## src/rtl/core/fpd_pkg.sv

```systemverilog
`timescale 1ns / 1ps
// ----------------------------------------------------------------------------
// fpd_pkg
// Shared types and constants of the five-point derivative filter.
// ----------------------------------------------------------------------------
package fpd_pkg;

    // Default sample width and fixed result width (4 fraction bits).
    localparam int SAMPLE_W_DEF = 16;
    localparam int OUT_W        = 23;

    // Stencil select codes held in the order register.
    localparam logic ORDER_FIRST  = 1'b0;   // taps -1, 8, 0, -8, 1
    localparam logic ORDER_SECOND = 1'b1;   // taps -1, 16, -30, 16, -1

    // Control that travels beside the data of each pipeline stage.
    typedef struct packed {
        logic valid;
        logic is_final;
    } fpd_ctrl_t;

    // Front end status, for checking.
    typedef struct packed {
        logic flushing;
    } fpd_fe_status_t;

endpackage

```

## src/rtl/core/fpd_window.sv

```systemverilog
`timescale 1ns / 1ps
// ----------------------------------------------------------------------------
// fpd_window
// Sample window, position count and end-of-vector flush. Issues at most one stencil
// job per cycle, while adv is high, into the job register.
// ----------------------------------------------------------------------------
module fpd_window
    import fpd_pkg::*;
#(
    parameter int SAMPLE_WIDTH = SAMPLE_W_DEF
) (
    input  logic                           aclk,
    input  logic                           aresetn,
    input  logic                           adv,
    input  logic                           s_valid,
    input  logic signed [SAMPLE_WIDTH-1:0] s_sample,
    input  logic                           s_last,
    output logic                           s_ready,
    output fpd_ctrl_t                      job_ctrl,
    output logic signed [SAMPLE_WIDTH-1:0] op_a,
    output logic signed [SAMPLE_WIDTH-1:0] op_b,
    output logic signed [SAMPLE_WIDTH-1:0] op_c,
    output logic signed [SAMPLE_WIDTH-1:0] op_d,
    output logic signed [SAMPLE_WIDTH-1:0] op_e,
    output fpd_fe_status_t                 status
);

    logic signed [SAMPLE_WIDTH-1:0] win_reg [4];
    logic signed [SAMPLE_WIDTH-1:0] win_next [4];
    logic [1:0]                     count_reg, count_next;
    logic [1:0]                     flush_reg, flush_next;   // jobs still to flush
    logic signed [SAMPLE_WIDTH-1:0] pad_reg, pad_next;       // right-edge sample

    fpd_ctrl_t                      job_ctrl_reg;
    logic signed [SAMPLE_WIDTH-1:0] job_op_reg [5];

    logic                           accept;
    logic                           job_valid;
    logic                           job_final;
    logic signed [SAMPLE_WIDTH-1:0] job_a;
    logic signed [SAMPLE_WIDTH-1:0] job_w [4];
    logic signed [SAMPLE_WIDTH-1:0] eff [4];
    logic [1:0]                     left;

    assign s_ready = adv && (flush_reg == 2'd0);
    assign accept  = s_valid && s_ready;

    always_comb begin
        win_next   = win_reg;
        count_next = count_reg;
        flush_next = flush_reg;
        pad_next   = pad_reg;
        job_valid  = 1'b0;
        job_final  = 1'b0;
        job_a      = pad_reg;
        left       = 2'd0;
        for (int i = 0; i < 4; i++) begin
            job_w[i] = win_reg[i];
            eff[i]   = (count_reg == 2'd0) ? s_sample : win_reg[i];
        end

        if (flush_reg != 2'd0) begin
            // keep pushing the edge sample until the last position is out
            if (adv) begin
                job_valid  = 1'b1;
                job_final  = (flush_reg == 2'd1);
                flush_next = flush_reg - 2'd1;
                if (job_final) begin
                    for (int i = 0; i < 4; i++) win_next[i] = '0;
                end else begin
                    win_next[0] = pad_reg;
                    for (int i = 1; i < 4; i++) win_next[i] = win_reg[i-1];
                end
            end
        end else if (accept) begin
            job_a = s_sample;
            if (!s_last) begin
                job_valid = count_reg[1];
                for (int i = 0; i < 4; i++) job_w[i] = eff[i];
                win_next[0] = s_sample;
                for (int i = 1; i < 4; i++) win_next[i] = eff[i-1];
                count_next = (count_reg == 2'd3) ? 2'd3 : count_reg + 2'd1;
            end else begin
                // one prior sample: its first job already sees one pad shift
                if (count_reg == 2'd1) begin
                    job_w[0] = s_sample;
                    for (int i = 1; i < 4; i++) job_w[i] = win_reg[i-1];
                end else begin
                    for (int i = 0; i < 4; i++) job_w[i] = eff[i];
                end
                left       = count_reg[1] ? 2'd2 : ((count_reg == 2'd1) ? 2'd1 : 2'd0);
                job_valid  = 1'b1;
                job_final  = (left == 2'd0);
                count_next = 2'd0;
                if (left == 2'd0) begin
                    for (int i = 0; i < 4; i++) win_next[i] = '0;
                end else begin
                    win_next[0] = s_sample;
                    for (int i = 1; i < 4; i++) win_next[i] = job_w[i-1];
                    flush_next = left;
                    pad_next   = s_sample;
                end
            end
        end
    end

    always_ff @(posedge aclk) begin
        if (!aresetn) begin
            for (int i = 0; i < 4; i++) win_reg[i] <= '0;
            count_reg    <= 2'd0;
            flush_reg    <= 2'd0;
            job_ctrl_reg <= '0;
        end else begin
            for (int i = 0; i < 4; i++) win_reg[i] <= win_next[i];
            count_reg <= count_next;
            flush_reg <= flush_next;
            if (adv) begin
                job_ctrl_reg.valid    <= job_valid;
                job_ctrl_reg.is_final <= job_final;
            end
        end
    end

    always_ff @(posedge aclk) begin
        pad_reg <= pad_next;
        if (adv) begin
            job_op_reg[0] <= job_a;
            for (int i = 0; i < 4; i++) job_op_reg[i+1] <= job_w[i];
        end
    end

    assign job_ctrl        = job_ctrl_reg;
    assign op_a            = job_op_reg[0];
    assign op_b            = job_op_reg[1];
    assign op_c            = job_op_reg[2];
    assign op_d            = job_op_reg[3];
    assign op_e            = job_op_reg[4];
    assign status.flushing = (flush_reg != 2'd0);

endmodule

```

## src/rtl/core/fpd_stencil.sv

```systemverilog
`timescale 1ns / 1ps
// ----------------------------------------------------------------------------
// fpd_stencil
// Five-tap stencil sum, first or second derivative, as shifts and adds.
// ----------------------------------------------------------------------------
module fpd_stencil
    import fpd_pkg::*;
#(
    parameter int SAMPLE_WIDTH = SAMPLE_W_DEF,
    localparam int SUM_W       = SAMPLE_WIDTH + 7
) (
    input  logic                           aclk,
    input  logic                           aresetn,
    input  logic                           adv,
    input  logic                           order,
    input  fpd_ctrl_t                      ctrl_in,
    input  logic signed [SAMPLE_WIDTH-1:0] op_a,
    input  logic signed [SAMPLE_WIDTH-1:0] op_b,
    input  logic signed [SAMPLE_WIDTH-1:0] op_c,
    input  logic signed [SAMPLE_WIDTH-1:0] op_d,
    input  logic signed [SAMPLE_WIDTH-1:0] op_e,
    output fpd_ctrl_t                      ctrl_out,
    output logic signed [SUM_W-1:0]        sum_out
);

    logic signed [SUM_W-1:0] a_x, b_x, c_x, d_x, e_x;
    logic signed [SUM_W-1:0] sum_next, sum_reg;
    fpd_ctrl_t               ctrl_reg;

    assign a_x = SUM_W'(op_a);
    assign b_x = SUM_W'(op_b);
    assign c_x = SUM_W'(op_c);
    assign d_x = SUM_W'(op_d);
    assign e_x = SUM_W'(op_e);

    always_comb begin
        case (order)
            ORDER_FIRST:  sum_next = e_x - a_x + (b_x <<< 3) - (d_x <<< 3);
            ORDER_SECOND: sum_next = (b_x <<< 4) + (d_x <<< 4) - (c_x <<< 5)
                                     + (c_x <<< 1) - a_x - e_x;
            default:      sum_next = '0;
        endcase
    end

    always_ff @(posedge aclk) begin
        if (!aresetn) begin
            ctrl_reg <= '0;
        end else if (adv) begin
            ctrl_reg <= ctrl_in;
        end
    end

    always_ff @(posedge aclk) begin
        if (adv) begin
            sum_reg <= sum_next;
        end
    end

    assign ctrl_out = ctrl_reg;
    assign sum_out  = sum_reg;

endmodule

```

## src/rtl/core/fpd_scale.sv

```systemverilog
`timescale 1ns / 1ps
// ----------------------------------------------------------------------------
// fpd_scale
// Scales the stencil sum by 16/12 with rounding, saturates, and holds the
// result register.
// ----------------------------------------------------------------------------
module fpd_scale
    import fpd_pkg::*;
#(
    parameter int SAMPLE_WIDTH = SAMPLE_W_DEF,
    localparam int SUM_W       = SAMPLE_WIDTH + 7
) (
    input  logic                    aclk,
    input  logic                    aresetn,
    input  logic                    adv,
    input  fpd_ctrl_t               ctrl_in,
    input  logic signed [SUM_W-1:0] sum_in,
    output fpd_ctrl_t               ctrl_out,
    output logic [OUT_W-1:0]        derivative
);

    // round(4*S/3) = sign(S) * (|S| + floor((|S|+1)/3)); no ties possible.
    localparam int U_W   = SUM_W - 1;
    localparam int P_W   = 2 * U_W + 1;
    localparam int Q_W   = U_W - 1;
    localparam int EXT_W = (U_W + 1 > OUT_W) ? U_W + 1 : OUT_W;
    // floor(u/3) = (u * ceil(2^(U_W+2)/3)) >> (U_W+2), exact for u < 2^U_W
    localparam logic [63:0]    RECIP_FULL = ((64'd1 << (U_W + 2)) + 64'd2) / 64'd3;
    localparam logic [U_W:0]   RECIP      = RECIP_FULL[U_W:0];
    localparam logic signed [EXT_W-1:0] SAT_HI =
        {{(EXT_W - OUT_W + 1){1'b0}}, {(OUT_W - 1){1'b1}}};
    localparam logic signed [EXT_W-1:0] SAT_LO = ~SAT_HI;

    logic [U_W-1:0]          mag, mag_reg;
    logic [U_W-1:0]          u_val;
    logic [P_W-1:0]          prod_next, prod_reg;
    logic                    neg_reg;
    fpd_ctrl_t               mul_ctrl_reg;
    fpd_ctrl_t               out_ctrl_reg;

    logic [Q_W-1:0]          quo;
    logic [U_W-1:0]          q_mag;
    logic signed [U_W:0]     r_val;
    logic signed [EXT_W-1:0] r_ext;
    logic signed [EXT_W-1:0] r_sat;
    logic [OUT_W-1:0]        out_reg;

    // multiply stage
    assign mag       = sum_in[SUM_W-1] ? U_W'(-sum_in) : U_W'(sum_in);
    assign u_val     = mag + U_W'(1);
    assign prod_next = P_W'(u_val) * P_W'(RECIP);

    // round, sign and clamp stage
    assign quo   = prod_reg[P_W-1 -: Q_W];
    assign q_mag = mag_reg + U_W'(quo);
    assign r_val = neg_reg ? -$signed({1'b0, q_mag}) : $signed({1'b0, q_mag});
    assign r_ext = EXT_W'(r_val);

    always_comb begin
        if (r_ext > SAT_HI) begin
            r_sat = SAT_HI;
        end else if (r_ext < SAT_LO) begin
            r_sat = SAT_LO;
        end else begin
            r_sat = r_ext;
        end
    end

    always_ff @(posedge aclk) begin
        if (!aresetn) begin
            mul_ctrl_reg <= '0;
            out_ctrl_reg <= '0;
        end else if (adv) begin
            mul_ctrl_reg <= ctrl_in;
            out_ctrl_reg <= mul_ctrl_reg;
        end
    end

    always_ff @(posedge aclk) begin
        if (adv) begin
            mag_reg  <= mag;
            neg_reg  <= sum_in[SUM_W-1];
            prod_reg <= prod_next;
            out_reg  <= r_sat[OUT_W-1:0];
        end
    end

    assign ctrl_out   = out_ctrl_reg;
    assign derivative = out_reg;

endmodule

```

## src/rtl/core/five_point_derivative_filter_unit.sv

```systemverilog
`timescale 1ns / 1ps
// ----------------------------------------------------------------------------
// five_point_derivative_filter_unit
// Streaming five-point stencil derivative (first or second) divided by 12,
// edge-clamped, with 4 fraction bits.
// ----------------------------------------------------------------------------
//
//  Channel   Dir  tdata (low bit up)              tlast / other
//  --------  ---  ------------------------------  ---------------------------
//  s_*       in   sample [SAMPLE_WIDTH-1:0], pad  tlast = is_last
//  m_*       out  derivative [22:0], pad          tlast = is_final
//  cfg_*     in   cfg_wr_data = derivative_order  written when cfg_wr_en high
//
//  Takes one item per clock while the result side is not stalled. A last item
//  yields up to three results; the input stalls while the front end flushes
//  the window. Four register stages (job, stencil sum, reciprocal multiply,
//  result); an accepted item or a flush step loads the job register, and its
//  result moves through the stages in that order.
//  Reset (aresetn low, synchronous) empties the pipeline and the window and
//  selects the first derivative.
//  All stages advance together whenever the result register is empty or taken.
//
module five_point_derivative_filter_unit
    import fpd_pkg::*;
#(
    parameter int SAMPLE_WIDTH = SAMPLE_W_DEF,
    localparam int S_TDATA_W   = ((SAMPLE_WIDTH + 7) / 8) * 8,
    localparam int M_TDATA_W   = ((OUT_W + 7) / 8) * 8
) (
    input  logic                 aclk,
    input  logic                 aresetn,
    // input items
    input  logic                 s_tvalid,
    output logic                 s_tready,
    input  logic [S_TDATA_W-1:0] s_tdata,   // sample, then zero pad
    input  logic                 s_tlast,   // is_last
    // result items
    output logic                 m_tvalid,
    input  logic                 m_tready,
    output logic [M_TDATA_W-1:0] m_tdata,   // derivative, then zero pad
    output logic                 m_tlast,   // is_final
    // configuration
    input  logic                 cfg_wr_en,
    input  logic                 cfg_wr_data  // derivative_order
);

    localparam int SUM_W = SAMPLE_WIDTH + 7;

    logic                           order_reg;
    logic                           adv;
    fpd_ctrl_t                      job_ctrl, sum_ctrl, out_ctrl;
    fpd_fe_status_t                 fe_status;
    logic signed [SAMPLE_WIDTH-1:0] op_a, op_b, op_c, op_d, op_e;
    logic signed [SUM_W-1:0]        sum_val;
    logic [OUT_W-1:0]               derivative;

    // Stencil select register.
    always_ff @(posedge aclk) begin
        if (!aresetn) begin
            order_reg <= ORDER_FIRST;
        end else if (cfg_wr_en) begin
            order_reg <= cfg_wr_data;
        end
    end

    // Whole pipeline moves when the result register is free.
    assign adv = !out_ctrl.valid || m_tready;

    fpd_window #(
        .SAMPLE_WIDTH (SAMPLE_WIDTH)
    ) u_window (
        .aclk     (aclk),
        .aresetn  (aresetn),
        .adv      (adv),
        .s_valid  (s_tvalid),
        .s_sample ($signed(s_tdata[SAMPLE_WIDTH-1:0])),
        .s_last   (s_tlast),
        .s_ready  (s_tready),
        .job_ctrl (job_ctrl),
        .op_a     (op_a),
        .op_b     (op_b),
        .op_c     (op_c),
        .op_d     (op_d),
        .op_e     (op_e),
        .status   (fe_status)
    );

    fpd_stencil #(
        .SAMPLE_WIDTH (SAMPLE_WIDTH)
    ) u_stencil (
        .aclk     (aclk),
        .aresetn  (aresetn),
        .adv      (adv),
        .order    (order_reg),
        .ctrl_in  (job_ctrl),
        .op_a     (op_a),
        .op_b     (op_b),
        .op_c     (op_c),
        .op_d     (op_d),
        .op_e     (op_e),
        .ctrl_out (sum_ctrl),
        .sum_out  (sum_val)
    );

    fpd_scale #(
        .SAMPLE_WIDTH (SAMPLE_WIDTH)
    ) u_scale (
        .aclk       (aclk),
        .aresetn    (aresetn),
        .adv        (adv),
        .ctrl_in    (sum_ctrl),
        .sum_in     (sum_val),
        .ctrl_out   (out_ctrl),
        .derivative (derivative)
    );

    assign m_tvalid = out_ctrl.valid;
    assign m_tlast  = out_ctrl.is_final;
    assign m_tdata  = M_TDATA_W'(derivative);

    // ------------------------------------------------------------------------
    // Checks
    // ------------------------------------------------------------------------

    // No new item while the result register is blocked.
    a_ready_needs_room: assert property (
        @(posedge aclk) disable iff (!aresetn)
        s_tready |-> (!m_tvalid || m_tready)
    ) else $error("input ready while result stage stalled");

    // Input closed during the end-of-vector flush.
    a_flush_blocks_input: assert property (
        @(posedge aclk) disable iff (!aresetn)
        fe_status.flushing |-> !s_tready
    ) else $error("input ready during flush");

    // A flush only starts from an accepted last item.
    a_flush_from_last: assert property (
        @(posedge aclk) disable iff (!aresetn)
        $rose(fe_status.flushing) |-> $past(s_tvalid && s_tready && s_tlast)
    ) else $error("flush started without a last item");

endmodule

```

## config.mk

```make
export PLATFORM = sky130hd
export DESIGN_NAME = five_point_derivative_filter_unit
export DESIGN_NICKNAME = d
export VERILOG_FILES = /design/src/rtl/core/fpd_pkg.sv /design/src/rtl/core/fpd_window.sv /design/src/rtl/core/fpd_stencil.sv /design/src/rtl/core/fpd_scale.sv /design/src/rtl/core/five_point_derivative_filter_unit.sv
export SDC_FILE = /design/constraint.sdc
export NUM_CORES = 2
export LEC_CHECK = 0
export CORE_ASPECT_RATIO = 1.4
export CORE_MARGIN = 4
export CORE_UTILIZATION = 59
export DETAILED_ROUTE_END_ITERATION = 16
export DONT_BUFFER_PORTS = 1
export GPL_TIMING_DRIVEN = 0
export MAX_ROUTING_LAYER = met4
export PLACE_DENSITY = 0.75
export SYNTH_ARGS = -nofsm -noshare
export SYNTH_HDL_FRONTEND = slang
export SYNTH_SLANG_ARGS = --single-unit
```

## constraint.sdc

```tcl
create_clock -name aclk -period 13.9 [get_ports aclk]
set_input_delay 2.085 -clock aclk [delete_from_list [all_inputs] [get_ports aclk]]
set_output_delay 2.085 -clock aclk [all_outputs]
set_load 0.05 [all_outputs]
```

==> impl_metrics.toml <==
[die]
start_util_pct = 59.8
ioPinCount = 50
die-width_um = 189
row_count = 92
die_y_um = 261
core_area_mm2 = 0.0452
die-area_mm2 = 0.0494

[synthesis]
synth_top_area_share_pct = 20.6
synth_top_family_by_area = "adder cells"
synth_area_leaders = "edfxtp_1 21%, fa_1 18%, ha_1 15%"
ys_seq_area_share_pct = 26.3
synth_mux_area_share_pct = 0.934
synth-xor-area-share_pct = 5.24
async_flop_share_pct = 0
synth_ff_type = "edfxtp_1"
yosysMostFrequentCell = "inv_1"
yosys-top-cells-count = "526 x inv_1, 322 x ha_1, 242 x fa_1"
synth_top_area_cell = "edfxtp_1"
synth_fp_nets = 3458
syn-cell-area_mm2 = 0.0271
ys_types = 82
ys_warn_count = 0
synth_edf_count = 186
ys_seq_elements = 263
synth-adder-area-share_pct = 32.8
syn_area_per_cell_um2 = 9.42
syn_inst = 2871
synth-simple-area-share_pct = 10.4
synth_compound_area_share_pct = 15.3

[run]
max_cap_violations = 0

[sta]
setup_viol = 0
finClkSkew_ns = 0.0248
max-slew-margin-rel_pct = 19.8
rsz0062_at_grt = "false"
timing.fmax_ghz = 0.0884
tightest_slew_ns = 1.19
min_period_ns = 11.31
slew_violations = 0
tns_ns = 0
hold_viol_final = 0
fin_crit_sh_pct = 81.4

[drt]
initialDrtViolationCount = 1220
drc = 0
postRouteAntennaNets = 0
firstDrtPassIters = 5
post_drt_via_cell_ratio = 5.88
vias = 20806
wire_per_inst_um = 21.7
drt-total-wl_mm = 76.6

[global_route]
grt_antenna_before_repair = 0
grt_usage_pct = 32.2
grt_overflow_total = 0
grt_max_degree = 93
grt_pass1_wl_mm = 120
grt_pass1_vias = 22307

[worst_setup_path]
critPathArrivalTime_ns = 11.65
critPathCaptureType = "flop"
slowest_delay_ns = 1.04
critPathLaunchType = "flop"
crit_type = "reg -> reg"
crit_top_cell = "inv_1"
critPathSlowestCell = "o31ai_1"
worst_ep_required_time_ns = 14.23
crit_fanout = 9

[placed_design]
io_buffers = 0
hpwl_mm = 64.7
routabilityCongestion = 1.05

[status]
status = "complete, no violations"

[final_layout]
drive_gt1_share_pct = 3.28
diodes = 0
n_fill_cell = 3852
area_delta_synth_final_pct = 6.41
final_nets = 3490
largest_register_ff_count = 80

[cts]
cts_setup_buffers = 0
cts_buffers = 28
cts_num_sinks = 263
root_buffer = "clkbuf_16"
cts_tree = "yes"
post_cts_resized = 0
cts_buffer_depth = 3
clk_pin_slew_ns = 0.06
cts_hold_buf = 0
htreeDepth = 1
clk_latency_ns = 0.59

[hold_path]
worstHoldPathType = "reg -> reg"
==> kinds of logic (layout without fill, tap and decap cells) <==
group | count (synthesis) | after routing
buf+inv | 640 | 694
compound gates | 620 | 620
simple gates | 599 | 599
fa+ha+maj | 564 | 564
flops | 263 | 263
xor+xnor | 161 | 161
mux | 23 | 23
other cells | 1 | 1
==> per-layer routing <==
layer,global-route usage (%),wire [um],up-vias
li1,-,-,9845
met3,2.59,2330,289
met4,22.1,6720,0
met1,30.2,25300,10075
met5,-,0,-
met2,61.6,42200,597
==> through the flow <==
stage	area, um^2	hold WS, ns	util [%]	setup WS (ns)	std cells
3_3_place_gp	27800	0.451	61.5	2.75	3482
5_1_grt	28800	0.494	63.6	1.95	3536
4_1_cts	28800	0.466	63.6	2.63	3536
2_1_floorplan	27100	0.440	-	4.91	2871
6_report	28800	0.466	63.6	2.59	3536
3_5_place_dp	27900	0.461	61.6	2.65	3484
==> final timing paths <==
| check | startpoint | endpoint | slack [ns] | cells past startpoint |
|---|---|---|---|---|
| worst max-delay path | u_stencil.sum_out[0]$_DFFE_PN_ | u_scale.prod_reg[42]$_DFFE_PN_ | 2.59 | 35 |
| worst max register to register | u_stencil.sum_out[0]$_DFFE_PN_ | u_scale.prod_reg[42]$_DFFE_PN_ | 2.59 | 35 |
| worst min register to register | u_stencil.ctrl_out[0]$_SDFFE_PN0N_ | u_scale.mul_ctrl_reg[0]$_SDFFE_PN0N_ | 0.47 | 2 |
| worst min-delay path | u_stencil.ctrl_out[0]$_SDFFE_PN0N_ | u_scale.mul_ctrl_reg[0]$_SDFFE_PN0N_ | 0.47 | 2 |
==> placed cells by master, fill, tap and decap left out, drive strengths merged, types with 14 or more instances in the layout <==
master  synthesis  final
a211oi         22     22
ha            322    322
mux2           18     18
fa            242    242
nand4          14     14
dfxtp          77     77
nor3b          33     33
xor2           57     57
a31oi          15     15
o22ai          54     54
inv           526    527
o31ai          19     19
o211ai         40     40
xnor2         104    104
a21oi         167    167
nor3           39     39
o21ai         103    103
nand3          36     36
o21a           17     17
clkinv          1     15
and3           20     20
nand2b         15     15
clkbuf        108    141
nor2b          15     15
o211a          36     36
edfxtp        186    186
nand2         203    203
nor2          173    173
a21o           26     26
a221oi         35     35
==> layout make-up <==
class,instances,area (um^2),area share [%]
plain buffers,113,435,1.51
well taps,611,764,2.66
inverters,527,1980,6.89
clock inverters,19,195,0.678
clock buffers,33,719,2.50
repair buffers,2,42.5,0.148
flip-flops and latches,263,7130,24.8
multi-input cells,1968,17500,60.9
==> critical path, delay by kind of cell (launching register included) <==
kind / cells / cell delay (ns)
xor+xnor: 3 / 1.00
buf+inv: 10 / 1.30
flops: 1 / 0.72
compound gates: 6 / 2.42
fa+ha+maj: 9 / 4.20
simple gates: 7 / 1.37
Power is not shown: default switching activity piles up to over one toggle a cycle in this logic, so the estimate is an artifact.
